[src/sv/v3n_pkg.sv]
// package: payload types and constants for the 3d vector normalizer
`timescale 1ns / 1ps
`default_nettype none
package v3n_pkg;

	localparam int CompW   = 16;
	localparam int SqW     = 31;
	localparam int SumW    = 32;
	localparam int RemW    = 33;
	localparam int QuoW    = 29;
	localparam int MagW    = 15;
	localparam int LenW    = 16;
	localparam int DivSteps  = QuoW;
	localparam int RootSteps = MagW;
	localparam int LenSteps  = LenW;
	localparam int ChainLen  = DivSteps + RootSteps;

	localparam logic [CompW-1:0] UnitOne = 16'd16384;
	localparam logic [LenW-1:0]  LenOne  = 16'd256;

	typedef struct packed {
		logic signed [CompW-1:0] x_in;
		logic signed [CompW-1:0] y_in;
		logic signed [CompW-1:0] z_in;
	} vec_in_t;

	typedef struct packed {
		logic signed [CompW-1:0] unit_x;
		logic signed [CompW-1:0] unit_y;
		logic signed [CompW-1:0] unit_z;
		logic [LenW-1:0]         length_out;
	} vec_out_t;

	typedef struct packed {
		logic       zero;
		logic [2:0] neg;
	} flags_t;

endpackage
`default_nettype wire

[src/sv/v3n_div_cell.sv]
// one restoring division step producing quotient bit B
`timescale 1ns / 1ps
`default_nettype none
module v3n_div_cell import v3n_pkg::*; #(
	parameter int B = 0
) (
	input  wire logic            clk,
	input  wire logic            en,
	input  wire logic [RemW-1:0] rem_i,
	input  wire logic [SumW-1:0] den_i,
	input  wire logic [QuoW-1:0] quo_i,
	output logic [RemW-1:0]      rem_q,
	output logic [QuoW-1:0]      quo_q
);

	logic            ge;
	logic [RemW-1:0] diff;

	always_comb begin
		ge   = rem_i >= {1'b0, den_i};
		diff = ge ? (rem_i - {1'b0, den_i}) : rem_i;
	end

	always_ff @(posedge clk) begin
		if (en) begin
			// remainder stays below the divisor, so the shift cannot overflow
			rem_q <= {diff[RemW-2:0], 1'b0};
			quo_q <= quo_i | (QuoW'(ge) << B);
		end
	end

endmodule
`default_nettype wire

[config.mk]
export PLATFORM = sky130hd
export DESIGN_NAME = v3n_div_cell
export DESIGN_NICKNAME = d
export VERILOG_FILES = /design/src/sv/v3n_pkg.sv /design/src/sv/v3n_div_cell.sv
export SDC_FILE = /design/constraint.sdc
export NUM_CORES = 1
export LEC_CHECK = 0
export ABC_AREA = 1
export BUFFER_PORTS_ARGS = -buffer_cell sky130_fd_sc_hd__clkbuf_2
export CAP_MARGIN = 20
export CORE_AREA = 2 2 114 116
export DETAILED_ROUTE_END_ITERATION = 10
export DIE_AREA = 0 0 116 118
export GPL_TIMING_DRIVEN = 0
export PLACE_DENSITY_LB_ADDON = 0.3
export SYNTH_ARGS = -nofsm -noshare
export SYNTH_HDL_FRONTEND = slang
export SYNTH_SLANG_ARGS = --single-unit
[constraint.sdc]
create_clock -name clk -period 2.2 [get_ports clk]
set_clock_uncertainty 0.05 [all_clocks]
set_input_delay 0.44 -clock clk [delete_from_list [all_inputs] [get_ports clk]]
set_output_delay 0.44 -clock clk [all_outputs]
set_load 0.02 [all_outputs]
==> impl_metrics.toml, run 1 <==
[run_status]
outcome = "complete, no violations"

[setup_path]
worstPathArrival_ns = 2.16
critical_path.max_fanout = 10
crit_start = "den_i[8]"
slowest_delay_ns = 0.37
worst_setup_path_end_kind = "flop"
crit_buf_inv = 4
critical_path_class = "in2reg"
required_ns = 2.24
critical-path-top-delay-family = "simple AND/OR/NAND/NOR gates"
critical_path.slowest_cell = "ha_2"
crit_chain = "clkbuf_2 -> inv_1 -> ha_2 -> nand2_2 -> nor2_4 -> nand2_1 -> nor2_4 -> nand2_1 -> nand2_1 -> nor2_2 -> nand2_4 -> inv_2 -> buf_6 -> nand2_1 -> nand2_1"
cp-start-kind = "input pin"
crit_path_frequent_cell = "nand2_1"
cp_num_cells = 15

[power]
switchingPower_mw = 1.42
power_mw = 4.47
p_seq_frac = 0.332
swShare = 0.318
p_per_area_nw_per_um2 = 685
intPower_mw = 3.05
clock_power_share = 0.366
peakVddDrop_v = 0.000378
p_comb_frac = 0.302
leakagePower_nw = 3.61

[global_routing]
grtUsageTotal = 0.196
grt_pass1_wl_um = 20700
first_global_vias = 4293
grt_max_degree = 62
grt_overflow = 0
antenna_found_initial = 0

[synthesis]
synthMuxAreaShare = 0
ys_async_sr_fraction = 0
ys.flop_type = "edfxtp_1"
synth_top_area_cell = "edfxtp_1"
synth_simple_gate_area_frac = 0.360
mappedNetlistNets = 847
synth_compound_area_frac = 0.0246
ys_seq_area_frac = 0.375
synth.avg_cell_area_um2 = 6.81
ys_types = 25
synth_top_family_by_area = "simple AND/OR/NAND/NOR gates"
ys_ff_latch = 61
synthCells = 718
synth_area_leaders = "edfxtp_1, nand2_1, inv_1"
synth_warnings = 0
synth_top_area_share = 0.375
synth_edf_count = 61
synthAdderAreaFrac = 0.0860
syn_area_um2 = 4890
synth-xor-area-share = 0.0251

[layout]
drive_gt1_frac = 0.274
utilization = 0.526
area_growth_pct = 33.6
num_antenna_cells = 0
final_cell_mix = "nand2_1, clkbuf_2, inv_1"
design_area_um2 = 6530
final-instance-count-excl-fill = 1067
final_common_cell = "nand2_1"
fin_nets = 1019

[sta]
fin_crit_sh = 0.964
fmax_mhz = 472
finalMaxSlewViolations = 0
fin_crit_ns = 2.12
rsz0062_at_grt = "yes"
whs_ns = 0.230
maxSlewHeadroom = 0.419
hold_viol = 0
worst_pin_slew_ns = 0.872
worst_slack_ns = 0.0795
setup-tns-final_ns = 0
setup_violations = 0

[detailed_routing]
drtIter0Drc = 227
drcViolationCount = 0
wl_per_cell_um = 12.7
vias = 4764
viasPerCell = 4.46
route.antenna.remaining_nets = 0
totalWireLength_um = 13500
firstDrtPassIters = 5

[hold_path]
hold_path_class = "in2reg"
min_from = "quo_i[1]"
whs_path_depth = 1

[placed_design]
io_buffers = 156
pre_cts_ws_ns = -0.477
post-dp-hpwl_um = 10800
place_area_um2 = 5890
dp.cells = 1046
gp_congestion = 0.874

[die]
num_io_pins = 158
fp.dieH_um = 118
design.core.area_um2 = 12400
die_x_um = 116
placementRows = 41
dieArea_um2 = 13700
initial_core_util = 0.394

[clock_tree]
holdBufCountCts = 0
root_buffer = "clkbuf_16"
clockBufferDepth = 2
path_clk_slew_ns = 0.05
cts_sinks = 61
cts_tree = "built"
cts_buffers = 9
htree_levels = 3

[job]
drv_cap = 0
[synth_stat cells (7+ instances only)]
master	number
nor3_1	7
nor2_1	39
and2_1	9
ha_1	32
inv_1	150
nand2_1	317
nand3b_1	10
a21oi_1	20
xor2_1	14
nand3_1	33
edfxtp_1	61
[cell type report]
type	instances	area [um2]
well taps	172	215
fillers	1281	5880
repair buffers	161	821
clock inverters	6	111
inverters	151	567
clock buffers	10	229
flip-flops and latches	61	1830
plain buffers	7	63.8
multi-input cells	499	2690
[sequential cells by signal, summed over array words and instances, names as in the netlist]
signal / cells
quo_q: 29
rem_q: 32
[cells by family after synthesis]
logic type                 after synthesis
DFF                                     61
adders and majority gates               33
buffers and inverters                  158
AOI/OAI and AO/OA                       23
xor gates and xnor gates                14
other                                    1
and+or+nand+nor                        428
[power groups by stage]
stage / sequential [mW] / combinational [mW] / clock, mW
6_report: 1.49 / 1.35 / 1.64
5_1_grt: 1.50 / 1.51 / 1.71
4_1_cts: 1.49 / 1.27 / 1.68
3_5_place_dp: 1.51 / 1.26 / 0
2_1_floorplan: 1.69 / 0.652 / 0
3_3_place_gp: 1.51 / 1.25 / 0
[path summary, 6_finish.rpt]
| check | end | slack, ns |
|---|---|---|
| setup / recovery | rem_q[25] | 0.08 |
| hold / removal | quo_q[1] | 0.23 |
[routing by layer]
metal  vias to the layer above  share of wire  global-route usage
li1                       2530              -                   -
met1                      2091           0.47               0.259
met2                       131           0.46               0.322
met3                        12          0.052              0.0407
met4                         0          0.012              0.0558
met5                         -              0                   0
[what timing repair did]
action                                  4_1_cts  5_1_grt
pin swaps                                     0        5
endpoints found under the hold margin         0        0
endpoints found under the setup margin       30       32
resized for setup                             8       51
setup buffers                                 0        5
No activity file was read; power rests on OpenSTA's default activity.
==> run 2, diff against run 1 <==
--- a/config.mk
+++ b/config.mk
@@ -8,9 +8,9 @@
 export ABC_AREA = 1
 export BUFFER_PORTS_ARGS = -buffer_cell sky130_fd_sc_hd__clkbuf_2
 export CAP_MARGIN = 20
-export CORE_AREA = 2 2 114 116
+export CORE_AREA = 2 2 143 145
 export DETAILED_ROUTE_END_ITERATION = 10
-export DIE_AREA = 0 0 116 118
+export DIE_AREA = 0 0 145 147
 export GPL_TIMING_DRIVEN = 0
 export PLACE_DENSITY_LB_ADDON = 0.3
 export SYNTH_ARGS = -nofsm -noshare
==> run 2 against run 1 <==
  * Final cell count is 8.7% higher
  * Global-route usage fell by 5.3 points
  * Sequential share of layout area decreased by 0.43 points
  * Clock power decreased by 5%
  * Count of clock-buffer cells in the layout fell by 1
  * Worst setup slack lost 0.0016 ns
==> impl_metrics.toml, run 2 (synthesis results as in run 1) <==
[die]
initial_core_util = 0.246
die_x_um = 145
num_io_pins = 158
dieArea_um2 = 21300
design.core.area_um2 = 19800
fp.dieH_um = 147
placementRows = 52

[clock_tree]
cts_sinks = 61
root_buffer = "clkbuf_16"
cts_buffers = 9
htree_levels = 3
clockBufferDepth = 2
path_clk_slew_ns = 0.06
cts_tree = "built"

[sta]
fin_crit_sh = 0.965
fmax_mhz = 471
worst_pin_slew_ns = 0.865
maxSlewHeadroom = 0.423
rsz0062_at_grt = "yes"
whs_ns = 0.224
hold_viol = 0
setup-tns-final_ns = 0
fin_crit_ns = 2.12
setup_violations = 0
finalMaxSlewViolations = 0

[layout]
fin_nets = 1014
num_antenna_cells = 0
utilization = 0.334
top_register = "rem_q"
final_common_cell = "nand2_1"
top_regs = "rem_q: 32 flops, quo_q: 29 flops"
final_cell_mix = "nand2_1, clkbuf_2, inv_1"
drive_gt1_frac = 0.264
largest_reg_flops = 32
area_growth_pct = 35.7

[detailed_routing]
wl_per_cell_um = 13.2
viasPerCell = 4.09
drtIter0Drc = 235
route.antenna.remaining_nets = 0
totalWireLength_um = 15300
vias = 4746
drcViolationCount = 0
firstDrtPassIters = 7

[setup_path]
crit_chain = "clkbuf_2 -> inv_1 -> ha_2 -> nand2_1 -> inv_1 -> nand2_1 -> nand2_1 -> inv_1 -> a21oi_1 -> nor2_2 -> nand2_4 -> inv_2 -> buf_6 -> nand2_1 -> nand2_1"
critical-path-top-delay-family = "simple AND/OR/NAND/NOR gates"
worstPathArrival_ns = 2.15
critical_path.max_fanout = 10
required_ns = 2.23
cp-start-kind = "input pin"
worst_setup_path_end_kind = "flop"
critical_path_class = "in2reg"
critical_path.slowest_cell = "ha_2"
crit_buf_inv = 6
crit_path_frequent_cell = "nand2_1"
slowest_delay_ns = 0.40
cp_num_cells = 15

[run_status]
outcome = "complete, no violations"

[global_routing]
antenna_found_initial = 0
first_global_vias = 4468
grt_overflow = 0
grtUsageTotal = 0.143
grt_max_degree = 62
grt_pass1_wl_um = 23700

[power]
p_comb_frac = 0.311
leakagePower_nw = 3.59
p_seq_frac = 0.338
swShare = 0.335
intPower_mw = 2.93
p_per_area_nw_per_um2 = 664
peakVddDrop_v = 0.000252
clock_power_share = 0.352
switchingPower_mw = 1.47

[hold_path]
hold_path_class = "in2reg"
min_from = "quo_i[15]"
whs_endpoint = "quo_q[15]"
whs_path_depth = 1

[placed_design]
io_buffers = 156
post-dp-hpwl_um = 12200
gp_congestion = 0.872

[job]
drv_cap = 0
-- run 2: cell count changes in the layout (fill, tap and decap cells not counted), sizes merged --
| cell | change |
|---|---|
| clkinv | +1 |
| bufinv | -1 |
| inv | +1 |
| buf | -5 |
| clkbuf | -1 |
-- run 2: metrics by stage --
stage / area, um2 / setup WS (ns) / power [mW] / std cells
after global routing: 6640 / -0.0120 / 4.68 / 1160
after CTS: 6340 / 0.0110 / 4.38 / 1160
after global placement: 6010 / -0.488 / 2.79 / 1144
final: 6640 / 0.0778 / 4.40 / 1160
after detailed placement: 6010 / -0.503 / 2.80 / 1144
after floorplan: 4890 / 0.109 / 2.34 / 718
-- run 2: area by class of cell --
| type | count | area, um2 |
|---|---|---|
| Fill cell | 2215 | 13200 |
| Tap cell | 270 | 338 |
| Sequential cell | 61 | 1830 |
| Buffer | 7 | 63.8 |
| Multi-Input combinational cell | 499 | 2740 |
| Clock buffer | 9 | 225 |
| Inverter | 151 | 567 |
| Clock inverter | 7 | 88.8 |
| Timing Repair Buffer | 156 | 783 |
-- run 2: per-layer routing --
layer,wire [um],part of all wire,vias to the layer above,global-route usage
li1,-,-,2527,-
met1,7170,0.47,2065,0.189
met2,7030,0.46,142,0.232
met3,887,0.058,12,0.0366
met4,206,0.013,0,0.0446
met5,0,0,-,0
-- run 2: how the worst max path moves through the flow --
stage | startpoint | to | slack, ns
5_1_grt | rem_i[0] | rem_q[25] | -0.01
4_1_cts | den_i[23] | rem_q[25] | 0.01
6_report | den_i[24] | rem_q[25] | 0.08
2_1_floorplan | rem_i[0] | rem_q[25] | 0.11
3_3_place_gp | den_i[23] | rem_q[25] | -0.49
3_5_place_dp | den_i[23] | rem_q[25] | -0.50
-- run 2: power groups by stage --
| stage | Sequential, mW | Clock, mW | Combinational, mW |
|---|---|---|---|
| finish | 1.49 | 1.55 | 1.37 |
| global route | 1.50 | 1.64 | 1.53 |
| CTS | 1.49 | 1.60 | 1.30 |
| detailed placement | 1.51 | 0 | 1.28 |
| global placement | 1.51 | 0 | 1.28 |
| floorplan | 1.69 | 0 | 0.652 |
-- run 2: what timing repair did --
action,CTS,global route
gates cloned,0,0
setup endpoints to repair,30,31
gates resized for setup,6,55
hold buffers,0,0
setup buffers,0,0
pin swaps,0,4
==> run 3, diff against run 2 <==
==> config.mk (replaced) <==
export PLATFORM = sky130hd
export DESIGN_NAME = v3n_div_cell
export DESIGN_NICKNAME = d
export VERILOG_FILES = /design/src/sv/v3n_pkg.sv /design/src/sv/v3n_div_cell.sv
export SDC_FILE = /design/constraint.sdc
export NUM_CORES = 1
export LEC_CHECK = 0
export BUFFER_PORTS_ARGS = -buffer_cell sky130_fd_sc_hd__clkbuf_2
export CAP_MARGIN = 20
export CORE_AREA = 2 2 138 140
export DETAILED_ROUTE_END_ITERATION = 10
export DIE_AREA = 0 0 140 142
export GPL_TIMING_DRIVEN = 0
export SYNTH_ARGS = -nofsm -noshare
export SYNTH_HDL_FRONTEND = slang
export SYNTH_SLANG_ARGS = --single-unit
==> run 3 against run 2 <==
  * Core utilization rose by 5.5 points
  * Final cell count fell by 24%
  * Non-clock buffer count rose by 50
  * Clock power fell by 5%
  * Critical endpoint unchanged
  * Design area rose by 8.4%
  * Wire length fell by 4.6%
  * Power rose by 6.7%
  * Sequential share of layout area fell by 2.1 points
  * The flow now finishes with violations (design-rule violations, negative setup slack)
==> impl_metrics.toml, run 3 <==
[run_status]
outcome = "finished with violations"
violations = "design-rule violations, negative setup slack"

[layout]
utilization = 0.390
fin_nets = 770
n_fill_cell = 1808
num_antenna_cells = 0
top_regs = "rem_q: 32 flops, quo_q: 29 flops"
drive_gt1_frac = 0.562
area_growth_pct = 59.0
final_common_cell = "clkbuf_2"
largest_reg_flops = 32
top_register = "rem_q"
design_area_um2 = 7190
final_cell_mix = "clkbuf_2, edfxtp_1, inv_1"

[setup_path]
cp_num_cells = 12
crit_chain = "clkbuf_16 -> inv_12 -> ha_4 -> inv_2 -> fa_2 -> a21o_1 -> a221o_2 -> a31oi_4 -> inv_2 -> a221oi_4 -> xnor2_1 -> mux2_4"
slowest_delay_ns = 0.41
worst_setup_path_end_kind = "flop"
crit_buf_inv = 4
critical_path_class = "in2reg"
worstPathArrival_ns = 2.72
cp-start-kind = "input pin"
critical_path.max_fanout = 3
critical_path.slowest_cell = "a221o_2"
crit_path_frequent_cell = "inv_2"
critical-path-top-delay-family = "compound AO/OA/AOI/OAI gates"
required_ns = 2.24

[clock_tree]
clockBufferDepth = 2
cts_buffers = 9
cts_sinks = 61
htree_levels = 3
path_clk_slew_ns = 0.06
cts_tree = "built"
root_buffer = "clkbuf_16"

[die]
design.core.area_um2 = 18500
num_io_pins = 158
fp.dieH_um = 142
dieArea_um2 = 19900
die_x_um = 140
initial_core_util = 0.245
placementRows = 50

[power]
leakagePower_nw = 3.18
power_mw = 4.70
p_per_area_nw_per_um2 = 654
peakVddDrop_v = 0.000379

[synthesis]
synth_warnings = 0
synth_most_common_cell = "edfxtp_1"
synth_edf_count = 61
ys.flop_type = "edfxtp_1"
synth_area_leaders = "edfxtp_1, ha_1, mux2_4"
synth_top_area_cell = "edfxtp_1"
ys_seq_area_frac = 0.405
ys_async_sr_fraction = 0
mappedNetlistNets = 561
ys_ff_latch = 61
ys_top_cells_by_count = "edfxtp_1, inv_1, a21oi_1, ha_1, nand2_1"
synth_top_area_share = 0.405
synth.avg_cell_area_um2 = 10.5
syn_area_um2 = 4520
synthCells = 432
ys_types = 71

[detailed_routing]
dr.max_layer_used = "met4"
vias = 4134
wl_met2_um = 6730
viasPerCell = 4.70
m1WireLength_um = 6640
route.antenna.remaining_nets = 0
drcViolationCount = 13
wl_met3_um = 916
drtIter0Drc = 191
totalWireLength_um = 14600
firstDrtPassIters = 7
wl_per_cell_um = 16.6

[sta]
hold_viol = 0
fmax_mhz = 374
worst_slack_ns = -0.477
fin_crit_ns = 2.68
rsz0062_at_grt = "yes"
setup_violations = 33
finalMaxSlewViolations = 0
fin_crit_sh = 1.22
maxSlewHeadroom = 0.404
worst_pin_slew_ns = 0.894

[placed_design]
io_buffers = 156
place_area_um2 = 5770
gp_congestion = 0.825
post-dp-hpwl_um = 10300

[global_routing]
grtUsageTotal = 0.142
antenna_found_initial = 0
first_global_vias = 4126
grt_overflow = 0
grt_max_degree = 62
grt_pass1_wl_um = 21800

[job]
drv_cap = 0

[hold_path]
whs_path_depth = 1
hold_path_class = "in2reg"
## run 3: changes by cell type after synthesis, moves of 7 or more
cell / before / now
nor2_1: 39 / 12
nand2_1: 317 / 29
mux2_4: 0 / 16
o21bai_1: 0 / 8
o21ai_0: 1 / 12
nand3_1: 33 / 7
xnor2_1: 0 / 16
xor2_1: 14 / 7
a21o_1: 2 / 15
nand3b_1: 10 / 1
a21oi_1: 20 / 38
inv_1: 150 / 47
buf_2: 0 / 8
## run 3: layer usage
metal  up-vias  GRT usage
li1       2033          -
met1      1947      0.186
met2       135      0.228
met3        19     0.0363
met4         0     0.0484
met5         -          0
## run 3: final timing paths
path / slack (ns) / startpoint / endpoint
setup / recovery: -0.48 / rem_i[0] / rem_q[25]
hold / removal: 0.22 / quo_i[4] / quo_q[4]
## run 3: repair_timing
action | 4_1_cts | 5_1_grt
pin swaps | 31 | 40
hold buffers | 0 | 0
cloned | 2 | 0
endpoints found under the setup margin | 33 | 33
buffers inserted | 35 | 19
resized for setup | 80 | 92
## run 3: power breakdown
part / switching [mW] / internal [mW] / leakage [nW]
sequential: 0.0362 / 1.46 / 0.597
clock: 0.600 / 0.879 / 0.134
combinational: 0.910 / 0.816 / 2.45
total: 1.55 / 3.15 / 3.18
## run 3: through the flow
stage                     hold WS, ns  cells  worst slack [ns]  setup TNS [ns]
after floorplan                 0.489    432            -0.530          -13.34
after global placement          0.567    822             -1.16          -29.88
after detailed placement        0.569    822             -1.15          -30.10
after CTS                       0.208    869            -0.477          -10.85
after global routing            0.211    880            -0.537          -12.57
final                           0.223    880            -0.477          -10.19
## run 3: logic make-up after synthesis
logic type      Yosys count  share of synthesized area
xor+xnor                 23                     0.0445
simple gates            100                      0.121
compound gates          127                      0.200
mux                      23                     0.0697
fa+ha+maj                33                     0.0929
flops                    61                      0.405
buf+inv                  64                     0.0658
other cells               1                   0.000829
## run 3: cell type report
| type | instances | area, um2 | share of cell area |
|---|---|---|---|
| Clock inverter | 7 | 73.8 | 0.0103 |
| Sequential cell | 61 | 1830 | 0.255 |
| Clock buffer | 9 | 225 | 0.0313 |
| Inverter | 49 | 206 | 0.0287 |
| Multi-Input combinational cell | 307 | 3110 | 0.433 |
| Buffer | 6 | 71.3 | 0.00992 |
| Timing Repair Buffer | 207 | 1380 | 0.192 |
| Tap cell | 234 | 293 | 0.0407 |
