`config.mk`:
```
export PLATFORM = sky130hd
export DESIGN_NAME = v3n_sqrt_cell
export DESIGN_NICKNAME = d
export VERILOG_FILES = /design/src/sv/v3n_pkg.sv /design/src/sv/v3n_sqrt_cell.sv
export SDC_FILE = /design/constraint.sdc
export NUM_CORES = 1
export LEC_CHECK = 0
export BUFFER_PORTS_ARGS = -buffer_cell sky130_fd_sc_hd__buf_4
export CORE_ASPECT_RATIO = 0.5
export CORE_MARGIN = 5
export CORE_UTILIZATION = 29
export CTS_BUF_LIST = sky130_fd_sc_hd__clkbuf_8
export DETAILED_ROUTE_END_ITERATION = 8
export PLACE_DENSITY = 0.52
export SETUP_SLACK_MARGIN = 0.4
export SLEW_MARGIN = 20
export SYNTH_ARGS = -nofsm -noshare
export SYNTH_HDL_FRONTEND = slang
export SYNTH_SLANG_ARGS = --single-unit
```
`constraint.sdc`:
```
create_clock -name clk -period 3.52 [get_ports clk]
set_input_delay 0.88 -clock clk [delete_from_list [all_inputs] [get_ports clk]]
set_output_delay 0.88 -clock clk [all_outputs]
set_load 0.01 [all_outputs]
```
`src/sv/v3n_pkg.sv`:
```
// package: payload types and constants for the 3d vector normalizer
`timescale 1ns / 1ps
`default_nettype none
package v3n_pkg;

	localparam int CompW   = 16;
	localparam int SqW     = 31;
	localparam int SumW    = 32;
	localparam int RemW    = 33;
	localparam int QuoW    = 29;
	localparam int MagW    = 15;
	localparam int LenW    = 16;
	localparam int DivSteps  = QuoW;
	localparam int RootSteps = MagW;
	localparam int LenSteps  = LenW;
	localparam int ChainLen  = DivSteps + RootSteps;

	localparam logic [CompW-1:0] UnitOne = 16'd16384;
	localparam logic [LenW-1:0]  LenOne  = 16'd256;

	typedef struct packed {
		logic signed [CompW-1:0] x_in;
		logic signed [CompW-1:0] y_in;
		logic signed [CompW-1:0] z_in;
	} vec_in_t;

	typedef struct packed {
		logic signed [CompW-1:0] unit_x;
		logic signed [CompW-1:0] unit_y;
		logic signed [CompW-1:0] unit_z;
		logic [LenW-1:0]         length_out;
	} vec_out_t;

	typedef struct packed {
		logic       zero;
		logic [2:0] neg;
	} flags_t;

endpackage
`default_nettype wire

```
`src/sv/v3n_sqrt_cell.sv`:
```
// one restoring square root step deciding root bit B
`timescale 1ns / 1ps
`default_nettype none
module v3n_sqrt_cell import v3n_pkg::*; #(
	parameter int W  = 32,
	parameter int RW = 16,
	parameter int B  = 0
) (
	input  wire logic          clk,
	input  wire logic          en,
	input  wire logic [W-1:0]  rem_i,
	input  wire logic [RW-1:0] root_i,
	output logic [W-1:0]       rem_q,
	output logic [RW-1:0]      root_q
);

	localparam int TW = W + 2;

	logic [TW-1:0] trial;
	logic          take;

	always_comb begin
		// (r + 2^B)^2 - r^2 = r*2^(B+1) + 2^(2B)
		trial = (TW'(root_i) << (B + 1)) + (TW'(1) << (2 * B));
		take  = TW'(rem_i) >= trial;
	end

	always_ff @(posedge clk) begin
		if (en) begin
			rem_q  <= take ? W'(TW'(rem_i) - trial) : rem_i;
			root_q <= root_i | (RW'(take) << B);
		end
	end

endmodule
`default_nettype wire

```
==> results, run 1 <==
- The flow ran to the end, and the final reports show no timing, DRC or antenna violations.
- The height of the chip is roughly 81 µm.
- The static leakage is between 1.5 and 2 nW.
- The synthesized netlist contains 48 unique library cells.
- The post-synthesis instance area is 2920 µm².
- The placed instances occupy a cell area of 3910 µm².
- The switching power summed over all nets is 429 µW.
- For this run, design rule violations remaining after detail routing come to 0.
- Setup total negative slack on the finished layout was measured at 0 ns.
- STA puts the critical path data arrival time at 3.19 ns.
- The number of hold violations in the final report came to 0.
- After clock tree synthesis, the flow added hold-fix buffers numbering 0.
- The path class of the tightest hold or removal check is in -> reg.
- Synthesis produced a netlist whose cell count is 263.
- Of the total synthesized cell area, the portion taken by full adders, half adders and majority gates is 0.0798.
- The sequential group share of total power is 0.489.
- Of the cells placed in the final design, the portion with a size suffix greater than 1 is 0.384.
- The multiplexer share of the synthesized area is 0.00773.
- After detailed routing, the total wire length is 7.72 mm.
- Derived from the worst setup path, the maximum achievable clock frequency is 320 MHz.
- The placement row count is 25.
- The number of optimization iterations in the first detailed-route pass is 5.
- For met2 alone, demand over resource in global routing was 0.196.
- Across every metal layer, demand over resource in global routing totals 0.121.
- The number of antenna violations at the first check in global routing is 0.
- Counting instances, the worst hold path has a depth of 1.
- The area of the core region is 9630 µm².
- Of the total power, the clock network draws 0.225.
- The start point of the worst min-delay path is root_i[6].
- Entering global routing, the biggest net connects between 40 and 50 pins.
- In this design, the stage delay of the slowest critical-path cell is 0.53 ns.
- Summing over every cut layer, the via total after detailed routing is between 2k and 2.5k.
- The horizontal die dimension is 152 µm.
- The critical path required time is 3.59 ns.
- The via count of the first global-routing pass came to approximately 2.4k.
- Of all nets on the critical path, the largest fanout is 7.
- The number of clock sinks seen by CTS is 48.
- Of the total power, the share spent switching nets is 0.290.
- The setup violation total in the final timing report is 0.
- The effective utilization at floorplan is 0.303.
- Counting the fill cells in the layout gives 974.
- The final net count is 451.
- Dividing the synthesized area by the synthesized cell count gives 11.1 µm².
- The type of element launching the critical path is an input pin.
- For this design, the slowest cell found on the critical path is or4_4.
- The number of DRC markers after the initial detailed-route iteration is 131.
- The number of antenna cells inserted is 0.
- After legalization and detailed placement, the total HPWL measured 5.91 mm.
- The number of maximum-capacitance constraint violations is 0.
- The area growth from synthesis to final layout is 41.0%.
- The sequential area share after synthesis is 0.494.
- In the routed layout, each cell is associated on average with a via count of between 4 and 5.
- The net count after synthesis is 331.
- Tracing the worst setup path back leads to its startpoint at rem_i[21].
- The clock-pin transition on the worst setup and hold timing paths is approximately 0.09 ns.
- Summed over all layers, the global routing overflow is 0.
- The synthesized-area fraction occupied by ao, oa, aoi and oai cells is 0.139.
- 98 I/O pins were placed.
- The final count of pins violating max slew is 0.
- The pin slew with the least headroom to its limit is ~0.66 ns.
- The die covers between 10,000 and 15,000 µm².
- The first global-routing pass estimated 11.7 mm of wire.
- STA classifies the critical path endpoint as a flip-flop.
- The count of buffers from port buffering is 97.
- The library cell appearing most often on the critical path is buf_4.
- The proportion of power drawn by combinational gates is 0.286.
- Setup repair after global routing could not meet its margin everywhere.
- The peak supply drop is 0.000129 V.
- The total internal power is about 1.0 mW.
- Of the total synthesized cell area, the portion taken by XOR and XNOR cells is 0.0841.
- Power spread over the standard cell area amounts to between 300 and 400 nW/µm².
- During synthesis, Yosys emitted a total of 0 warnings.
- Summing all non-filler instances in the final layout gives an area of ~4000 µm².
- The maximum root-to-sink buffer count is 2.
- In this run the number of H-tree levels came out at 2.
- The average wire per standard cell is 14.9 µm.
- The max-slew headroom at the worst pin is 0.563.
- The path with the worst hold slack has its endpoint at root_q[6]$_DFFE_PP_.
- The TritonCTS clock tree is built.
- In this run the most used layer during global routing was met2.
- Routability-driven placement finished with a final weighted congestion of slightly below 0.8.
- In the global route stage, met3 resource usage came out at 0.0351.
- Once detail routing completed, the nets flagged for antenna violations numbered 0.
- The worst path in the final design needs a cycle of ~3.1 ns, including I/O delays and setup.
- The tree is rooted in a clkbuf_8.
- The simple-gate portion of the synthesized area is 0.162.
- After synthesis, the largest family of logic cells by area is simple AND/OR/NAND/NOR gates.
- For met1 alone, demand over resource in global routing was 0.160.
- The number of synthesized register bits is between 40 and 50.
- The type of the worst setup path is in -> reg.
- The number of clock buffers added by TritonCTS is 5.
- Traced cell by cell, the critical path runs through buf_4 > or4_4 > or3_4 > nor4_4 > nand3_2 > nor2_4 > buf_4 > mux2_2.
- The final period utilization is 0.886.
==> cell families (layout without fill, tap and decap cells) <==
| family | count (synthesis) | count (layout) |
|---|---|---|
| AND/OR/NAND/NOR | 82 | 82 |
| buffers and inverters | 23 | 143 |
| adder cells (fa/ha/maj) | 18 | 18 |
| multiplexers | 2 | 2 |
| flip-flops | 48 | 48 |
| AO/OA/AOI/OAI | 62 | 62 |
| XOR/XNOR | 28 | 28 |
==> cells in the final DEF (no fill, tap or decap), drive strengths merged, types with 3 or more instances in the layout <==
master	n
a211o	3
a211oi	3
a21o	5
a21oi	17
and3	3
buf	115
clkbuf	6
edfxtp	48
ha	17
inv	20
nand2	29
nand3	5
nor2	6
nor3	6
nor4	6
o21a	3
o21ai	22
or3	4
or4	8
xnor2	8
xor2	20
==> cell type report <==
type	instances	area [µm²]	area share
well taps	135	169	0.0411
clock inverters	2	12.5	0.00304
inverters	20	75.1	0.0183
clock buffers	5	68.8	0.0167
repair buffers	116	901	0.219
flip-flops and latches	48	1440	0.351
multi-input cells	192	1440	0.351
==> registers in the layout, indices dropped and copies added, names as in the netlist <==
signal and flops:
root_q 16, rem_q 32
==> how the worst max path moves through the flow <==
stage / endpoint / slack (ns) / depth (start not counted)
after floorplan: rem_q[29]$_DFFE_PP_ / 0.39 / 9
after global placement: rem_q[31]$_DFFE_PP_ / 0.05 / 9
after detailed placement: rem_q[26]$_DFFE_PP_ / 0.07 / 9
after CTS: rem_q[15]$_DFFE_PP_ / 0.43 / 8
after global routing: rem_q[1]$_DFFE_PP_ / 0.31 / 8
final: rem_q[1]$_DFFE_PP_ / 0.40 / 8
==> layer usage <==
metal / wire (µm) / share of wire
met5: 0 / 0
met4: 60 / 0.0078
met3: 462 / 0.060
met2: 3560 / 0.46
met1: 3630 / 0.47
==> synth_stat cells, drive strengths merged <==
cell,n,area share
a211o,3,0.0090
o311a,1,0.0034
ha,17,0.073
nand2,29,0.037
xor2,20,0.060
a21boi,1,0.0026
o21ai,22,0.038
a211oi,3,0.014
and4b,1,0.0034
clkbuf,1,0.0017
nor4,6,0.018
inv,20,0.026
o221ai,1,0.0051
nor3b,2,0.0051
mux2,2,0.0077
o211a,1,0.0034
nand3b,2,0.0051
o21a,3,0.0077
nand4,1,0.0021
and3,3,0.0064
nand3,5,0.010
nand4b,2,0.0060
fa,1,0.0069
xnor2,8,0.024
a21oi,17,0.029
nor3,6,0.010
o21bai,2,0.0064
o211ai,1,0.0026
nor2,6,0.010
o31ai,1,0.0026
nand2b,2,0.0043
buf,2,0.0051
o22a,1,0.0030
a21o,5,0.013
or2,2,0.0043
or3,4,0.010
nor2b,1,0.0021
or4,8,0.022
and2,2,0.0043
edfxtp,48,0.49
==> worst max-delay path: cells and delay by family <==
family	cells	cell delay, ns
buf+inv	2	0.31
mux	1	0.32
simple gates	5	1.67
==> per-stage QoR <==
step                hold slack, ns  setup slack (ns)  cells  power, mW  utilization
floorplan                    0.979             0.389    263      0.938            -
global placement              1.07            0.0545    504       1.15        0.405
detailed placement            1.07            0.0672    504       1.16        0.405
CTS                          0.739             0.428    511       1.49        0.415
global route                 0.732             0.309    518       1.56        0.427
finish                       0.752             0.400    518       1.48        0.427
==> timing repair <==
item	4_1_cts	5_1_grt
resized for setup	2	8
pin swaps	0	5
setup endpoints to repair	2	16
endpoints found under the hold margin	0	0
cloned	0	1
setup buffers	0	6
==> power groups by stage <==
stage	Combinational [mW]	Sequential [mW]	Clock [mW]
3_5_place_dp	0.419	0.737	0
4_1_cts	0.423	0.725	0.344
6_report	0.422	0.723	0.332
2_1_floorplan	0.169	0.770	0
3_3_place_gp	0.416	0.736	0
5_1_grt	0.467	0.729	0.366
Note: power is estimated with default switching activity, not from simulation.
==> run 2: changes to the inputs <==
--- a/config.mk
+++ b/config.mk
@@ -5,13 +5,13 @@
 export SDC_FILE = /design/constraint.sdc
 export NUM_CORES = 1
 export LEC_CHECK = 0
-export BUFFER_PORTS_ARGS = -buffer_cell sky130_fd_sc_hd__buf_4
 export CORE_ASPECT_RATIO = 0.5
 export CORE_MARGIN = 5
 export CORE_UTILIZATION = 29
 export CTS_BUF_LIST = sky130_fd_sc_hd__clkbuf_8
 export DETAILED_ROUTE_END_ITERATION = 8
-export PLACE_DENSITY = 0.52
+export DONT_BUFFER_PORTS = 1
+export PLACE_DENSITY = 0.44
 export SETUP_SLACK_MARGIN = 0.4
 export SLEW_MARGIN = 20
 export SYNTH_ARGS = -nofsm -noshare
==> run 2 against run 1 <==
Net effect: core utilization fell by 9.4 points; final area is 22% lower; combinational power is 49% lower; routed wire length decreased by 9.4%; via count is 18% lower; worst setup slack improved by 0.11 ns; die area is the same; clock power decreased by 4%; worst hold slack worse by 0.086 ns; non-clock buffer count decreased by 111; power decreased by 12%; critical path depth is 1 higher; largest cell class is now sequential cells.
==> results, run 2 (same netlist as run 1, synthesis figures left out) <==
- TritonCTS created 5 clock buffers.
- The tool flagged a number of max-cap violations equal to 0.
- Setup repair after global routing could not meet its margin everywhere.
- The static leakage is 1.19 nW.
- Across every metal layer, demand over resource in global routing totals 0.116.
- The maximum root-to-sink buffer count is 2.
- The final worst slack is 0.513 ns.
- In this run the remaining antenna-violating nets after routing total 0.
- The type of the worst setup path is in -> reg.
- The largest registers in the layout are rem_q (32), root_q (16).
- The arrival time of data at the critical path endpoint is a little over 3 ns.
- The pin slew with the least headroom to its limit is 0.523 ns.
- The max-slew headroom at the worst pin is 0.651.
- The fraction of final layout cells sized beyond drive strength 1 is 0.103.
- The effective utilization at floorplan is 0.303.
- Registers take approximately 1400 µm².
- The setup violation total in the final timing report is 0.
- After legalization and detailed placement, the total HPWL measured 5.43 mm.
- The accumulated negative setup slack is 0 ns.
- The number of DRC markers after the initial detailed-route iteration is 54.
- The endpoint of the worst hold-timing path is root_q[8]$_DFFE_PP_.
- The filler cells instantiated in the layout total 1,013.
- The classification of the worst-slack hold path is in -> reg.
- The minimum period implied by the final worst setup slack is 3.01 ns.
- The horizontal die dimension is roughly 150 µm.
- For this run, the detailed router's first-pass iteration total came to 4.
- At the end of the flow, the number of nets in the layout was 340.
- The clock-pin transition on the worst setup and hold timing paths is 0.09 ns.
- The floorplan step set the die height to 80.9 µm.
- The H-tree was split into 2 levels.
- After floorplanning, the core was sized to cover 9630 µm².
- Timing would allow up to 333 MHz.
- From synthesis to final layout, the design area changed by 9.96%.
- The endpoint kind of the worst setup timing path is a flip-flop.
- Summed over all layers, the routed wires come to 6.99 mm.
- The root buffer cell chosen for the clock tree is clkbuf_8.
- The count of buffers from port buffering is 0.
- The TritonCTS clock tree is built.
- The area enclosed by the die boundary is 12,300 µm².
- Leaving out fill and tap cells, the most frequent cells in the layout are edfxtp_1 (48), nand2_1 (29), o21ai_0 (22).
- The start point of the worst min-delay path is root_i[8].
- The routed via count divided by cell count is 4.83.
- The critical path required time is 3.57 ns.
- The number of antenna violations at the first check in global routing is 0.
- The via count of the first global-routing pass is 2,049.
- The number of hold violations in the final report was 0.
- The register with the most flip-flops in the final layout is rem_q.
- VDD sags by at most between 0.0001 and 0.00015 V.
- The number of clock sinks seen by CTS is 48.
- STA classifies the critical path startpoint as an input pin.
- After detailed routing, the average wire length per cell comes to 17.2 µm.
- The placement row count is 25.
- Of all nets on the critical path, the largest fanout is 8.
- The number of antenna cells inserted is 0.
- Power spread over the standard cell area amounts to ~400 nW/µm².
- The routed layout has 1,967 vias.
- Prior to clock tree synthesis, the placed netlist has a worst setup slack of 0.133 ns.
- At the end of routability-driven placement, the weighted congestion stood at 0.787.
- The number of flip-flops in the largest register is 32.
- The final count of pins violating max slew is 0.
- The total global routing overflow is 0.
- At the end of the flow the core is filled with cells to 0.333.
- The first-pass GRT wire length is 11.0 mm.
- The flow ran to the end, and the final reports show no timing, DRC or antenna violations.
- In the final layout, the multi-input gates occupy between 1000 and 1500 µm².
- The final period utilization is 0.854.
- In the routed design, unresolved DRC markers number 0.
- The number of buffers added for setup after CTS is 0.
- The post-cts hold buffer count is 0.
- The library cell used most frequently in the layout, excluding fill and tap cells, is edfxtp_1.
- The worst hold path was traced through 0 stages.
- The largest net degree at the start of global routing is 49.
- The number of top-level pins is slightly below 100.
## run 2: cell types whose count changed in the layout (fill, tap and decap cells not counted), sizes merged
cell / previous run / this run
clkinvlp: 1 / 0
clkinv: 1 / 2
clkbuf: 6 / 5
buf: 115 / 5
## run 2: metal layers
metal,vias up,track usage,share of wire
met4,0,0.0215,0.0049
met5,-,0,0
met3,2,0.0602,0.11
met1,925,0.147,0.45
met2,54,0.180,0.44
li1,986,-,-
## run 2: stage by stage
stage | area, µm² | hold slack (ns) | std cells | power, mW
2_1_floorplan | 2930 | 0.979 | 263 | 0.938
3_5_place_dp | 3110 | 0.979 | 400 | 0.998
4_1_cts | 3190 | 0.654 | 407 | 1.32
3_3_place_gp | 3110 | 0.979 | 400 | 0.998
5_1_grt | 3210 | 0.641 | 407 | 1.39
6_report | 3210 | 0.666 | 407 | 1.30
## run 2: power by group
part	total [mW]	internal [mW]	switching [mW]	leakage (nW)
Sequential	0.768	0.710	0.0577	0.470
Clock	0.319	0.132	0.187	0.0391
Combinational	0.216	0.0958	0.120	0.676
Total	1.30	0.938	0.364	1.19
## run 2: layout make-up
type / count / share of cell area
Sequential cell: 48 / 0.450
Multi-Input combinational cell: 192 / 0.439
Tap cell: 135 / 0.0527
Inverter: 20 / 0.0234
Clock buffer: 5 / 0.0215
Timing Repair Buffer: 5 / 0.0117
Clock inverter: 2 / 0.00234
## run 2: what timing repair did
action                     in CTS  in global routing
setup endpoints to repair       0                  3
gates resized for setup         0                  3
hold endpoints to repair        0                  0
## run 2: worst max path at each step
stage,to,start,depth (start not counted)
3_5_place_dp,rem_q[31]$_DFFE_PP_,root_i[9],9
2_1_floorplan,rem_q[29]$_DFFE_PP_,root_i[0],9
5_1_grt,rem_q[29]$_DFFE_PP_,root_i[0],9
6_report,rem_q[31]$_DFFE_PP_,root_i[9],9
4_1_cts,rem_q[31]$_DFFE_PP_,root_i[9],9
3_3_place_gp,rem_q[31]$_DFFE_PP_,root_i[9],9
## run 2: worst max-delay path, cell delays in order
cell,delay (ns)
inv_1,0.02
ha_1,0.35
nand2_1,0.13
or4_1,0.52
o311a_1,0.17
a211oi_4,0.33
o21bai_2,0.23
nor4_2,0.31
xor2_1,0.10
==> run 3: changes to the inputs <==
--- a/config.mk
+++ b/config.mk
@@ -5,13 +5,16 @@
 export SDC_FILE = /design/constraint.sdc
 export NUM_CORES = 1
 export LEC_CHECK = 0
+export CELL_PAD_IN_SITES_DETAIL_PLACEMENT = 2
+export CELL_PAD_IN_SITES_GLOBAL_PLACEMENT = 2
 export CORE_ASPECT_RATIO = 0.5
 export CORE_MARGIN = 5
 export CORE_UTILIZATION = 29
 export CTS_BUF_LIST = sky130_fd_sc_hd__clkbuf_8
+export CTS_CLUSTER_SIZE = 20
 export DETAILED_ROUTE_END_ITERATION = 8
 export DONT_BUFFER_PORTS = 1
-export PLACE_DENSITY = 0.44
+export PLACE_DENSITY = 0.63
 export SETUP_SLACK_MARGIN = 0.4
 export SLEW_MARGIN = 20
 export SYNTH_ARGS = -nofsm -noshare
==> constraint.sdc (replaced) <==
create_clock -name clk -period 3.52 [get_ports clk]
set_input_delay 0.528 -clock clk [delete_from_list [all_inputs] [get_ports clk]]
set_output_delay 0.528 -clock clk [all_outputs]
set_load 0.01 [all_outputs]
==> run 3 against run 2 <==
Net effect: final area is 0.12% lower; final cell count is the same; largest power group unchanged; sequential share of layout area is 0.053 points higher.
==> results, run 3 (same netlist as run 1, synthesis figures left out) <==
- The flow ran to the end, and the final reports show no timing, DRC or antenna violations.
- STA puts the critical path data arrival time at approximately 2.8 ns.
- The H-tree was split into 2 levels.
- The number of DRC markers after the initial detailed-route iteration is 45.
- Derived from the worst setup path, the maximum achievable clock frequency is about 360 MHz.
- The critical path is of the in -> reg type.
- The aggregate global-route resource usage is 0.134.
- The static leakage is roughly 1.2 nW.
- The multi-input combinational cells in the finished layout cover a total of between 1000 and 1500 µm².
- Setup violations remaining at the end of the flow were counted as 0.
- The post-placement cell area is between 3000 and 4000 µm².
- For this run, global-route usage on met3 was measured as 0.0507.
- The number of hold buffers added after CTS was 0.
- The via count of the first global-routing pass is 2,339.
- For this run, global-route usage on met1 was measured as 0.153.
- The share of the core filled with cells is 0.332.
- The register ranked first by flip-flop count is rem_q.
- For this run, the post-layout net count is 339.
- The worst path meets setup with 0.764 ns of slack.
- The final routed wirelength across all metal layers is 8.09 mm.
- The average wire per standard cell is 19.9 µm.
- The number of cells in the design after placement is 399.
- The total power of the final layout is between 1 and 1.5 mW.
- The area growth from synthesis to layout is 9.83%.
- The final route contains 2,078 vias.
- Setup repair after global routing left no endpoint under its margin.
- The first-pass GRT wire length is around 13 mm.
- The most used routing layer is met2.
- The most frequent standard cell in the layout excluding fill and tap cells is edfxtp_1.
- The final routed DRC violation total is 0.
- The area used by sequential logic in the layout is between 1000 and 1500 µm².
- The clock-pin transition on the worst setup and hold timing paths is 0.10 ns.
- The finished cells cover 3200 µm².
- The number of optimization iterations in the first detailed-route pass is 4.
- For this design the top-level I/O count stands at 98.
- The pin slew with the least headroom to its limit is 0.384 ns.
- The number of hold violations in the final report is 0.
- After detailed routing, the number of vias per cell comes to between 5 and 6.
- The number of antenna diodes in the final layout is 0.
- The die covers 12,300 µm².
- The number of clock sinks seen by CTS is 48.
- The number of buffers added for setup after CTS is 0.
- In the final layout, the share of cells above drive strength 1 is 0.0882.
- After layout, the minimum clock period comes to 2.76 ns.
- The effective utilization at floorplan is 0.303.
- For this run, global-route usage on met2 was measured as 0.236.
- Buffers placed on the I/O ports in this run total 0.
- Counting along the longest clock path gives a buffer depth of 2.
- The final instance count without filler cells is 407.
- The signal on the critical path passes through inv_1 > ha_1 > nand2_1 > or4_1 > o311a_1 > a211oi_4 > o21bai_2 > nor4_1 > xor2_1.
- In this run the worst path has a maximum fanout of 8.
- The source of the critical timing path is root_i[9].
- The final count of pins violating max slew was 0.
- The slowest cell on the critical path is or4_1.
- STA classifies the critical path startpoint as an input pin.
- The number of instances on the worst hold path is 0.
- The smallest hold slack is 0.295 ns.
- The TritonCTS clock tree is built.
- Leaving out fill and tap cells, the most frequent cells in the layout are edfxtp_1 (48), nand2_1 (29), o21ai_0 (22).
- The routability-driven placement congestion ratio is roughly 0.75.
- The critical path required time is 3.59 ns.
- The number of antenna violations at the first check in global routing is 0.
- The accumulated negative setup slack is 0 ns.
- The horizontal die dimension is 152 µm.
- The start point of the worst min-delay path is root_i[7].
- The worst hold path belongs to the class in -> reg.
- Post-CTS repair changed the size of 0 cells.
- The endpoint kind of the worst setup timing path is a flip-flop.
- The final period utilization is 0.783.
- In the final layout, the registers with the most flip-flops are rem_q (32), root_q (16).
- The power density over the cells is roughly 440 nW/µm².
- The total of fill cells in the finished design is 1,064.
- In this run the remaining antenna-violating nets after routing total 0.
- The biggest cell delay along the critical path is 0.52 ns.
- Summed over all layers, the global routing overflow is 0.
- Headroom to the max-slew limit came out at 0.744.
- The placement row count is 25.
- Clock tree synthesis inserted a total of 5 buffers.
- The worst-case IR drop observed on VDD is 0.000140 V.
- The register with the most flip-flops in the layout has 32 of them.
- OpenSTA, run right after detailed placement, puts the worst setup slack at 0.400 ns.
- The height of the chip is 80.9 µm.
- The sum of net half-perimeters after detailed placement is 6.41 mm.
- The number of maximum-capacitance constraint violations is 0.
- The area of the core region is 9630 µm².
- Entering global routing, the biggest net connects 49 pins.
- CTS placed an instance of clkbuf_8 at the clock tree root.
-- run 3: cell types whose count changed in the layout (fill, tap and decap cells not counted), sizes merged --
cell	before	now
clkinv	2	1
buf	5	4
bufinv	0	1
inv	20	21
-- run 3: worst max-delay path: cells and delay by family --
kind	cells	cell delay (ns)
and+or+nand+nor	3	1.01
AOI/OAI and AO/OA	3	0.77
adders and majority gates	1	0.37
xor gates and xnor gates	1	0.11
buffers and inverters	1	0.02
-- run 3: layout make-up --
cell class / instances / area share
repair buffers: 4 / 0.00938
clock inverters: 3 / 0.0121
well taps: 135 / 0.0528
flip-flops and latches: 48 / 0.450
inverters: 20 / 0.0234
clock buffers: 5 / 0.0215
multi-input cells: 192 / 0.431
-- run 3: final timing paths --
path | endpoint | slack, ns
setup / recovery | rem_q[25]$_DFFE_PP_ | 0.76
hold / removal | root_q[7]$_DFFE_PP_ | 0.30
-- run 3: layer usage --
| layer | vias to the layer above | routed length, µm | share of wire |
|---|---|---|---|
| met3 | 8 | 584 | 0.072 |
| met4 | 0 | 86 | 0.011 |
| li1 | 989 | - | - |
| met5 | - | 0 | 0 |
| met2 | 51 | 4030 | 0.50 |
| met1 | 1030 | 3390 | 0.42 |
-- run 3: power by group --
group	total [mW]	internal (mW)	switching, mW
registers	0.766	0.710	0.0562
clock network	0.416	0.209	0.207
logic	0.223	0.0943	0.129
total	1.41	1.01	0.392
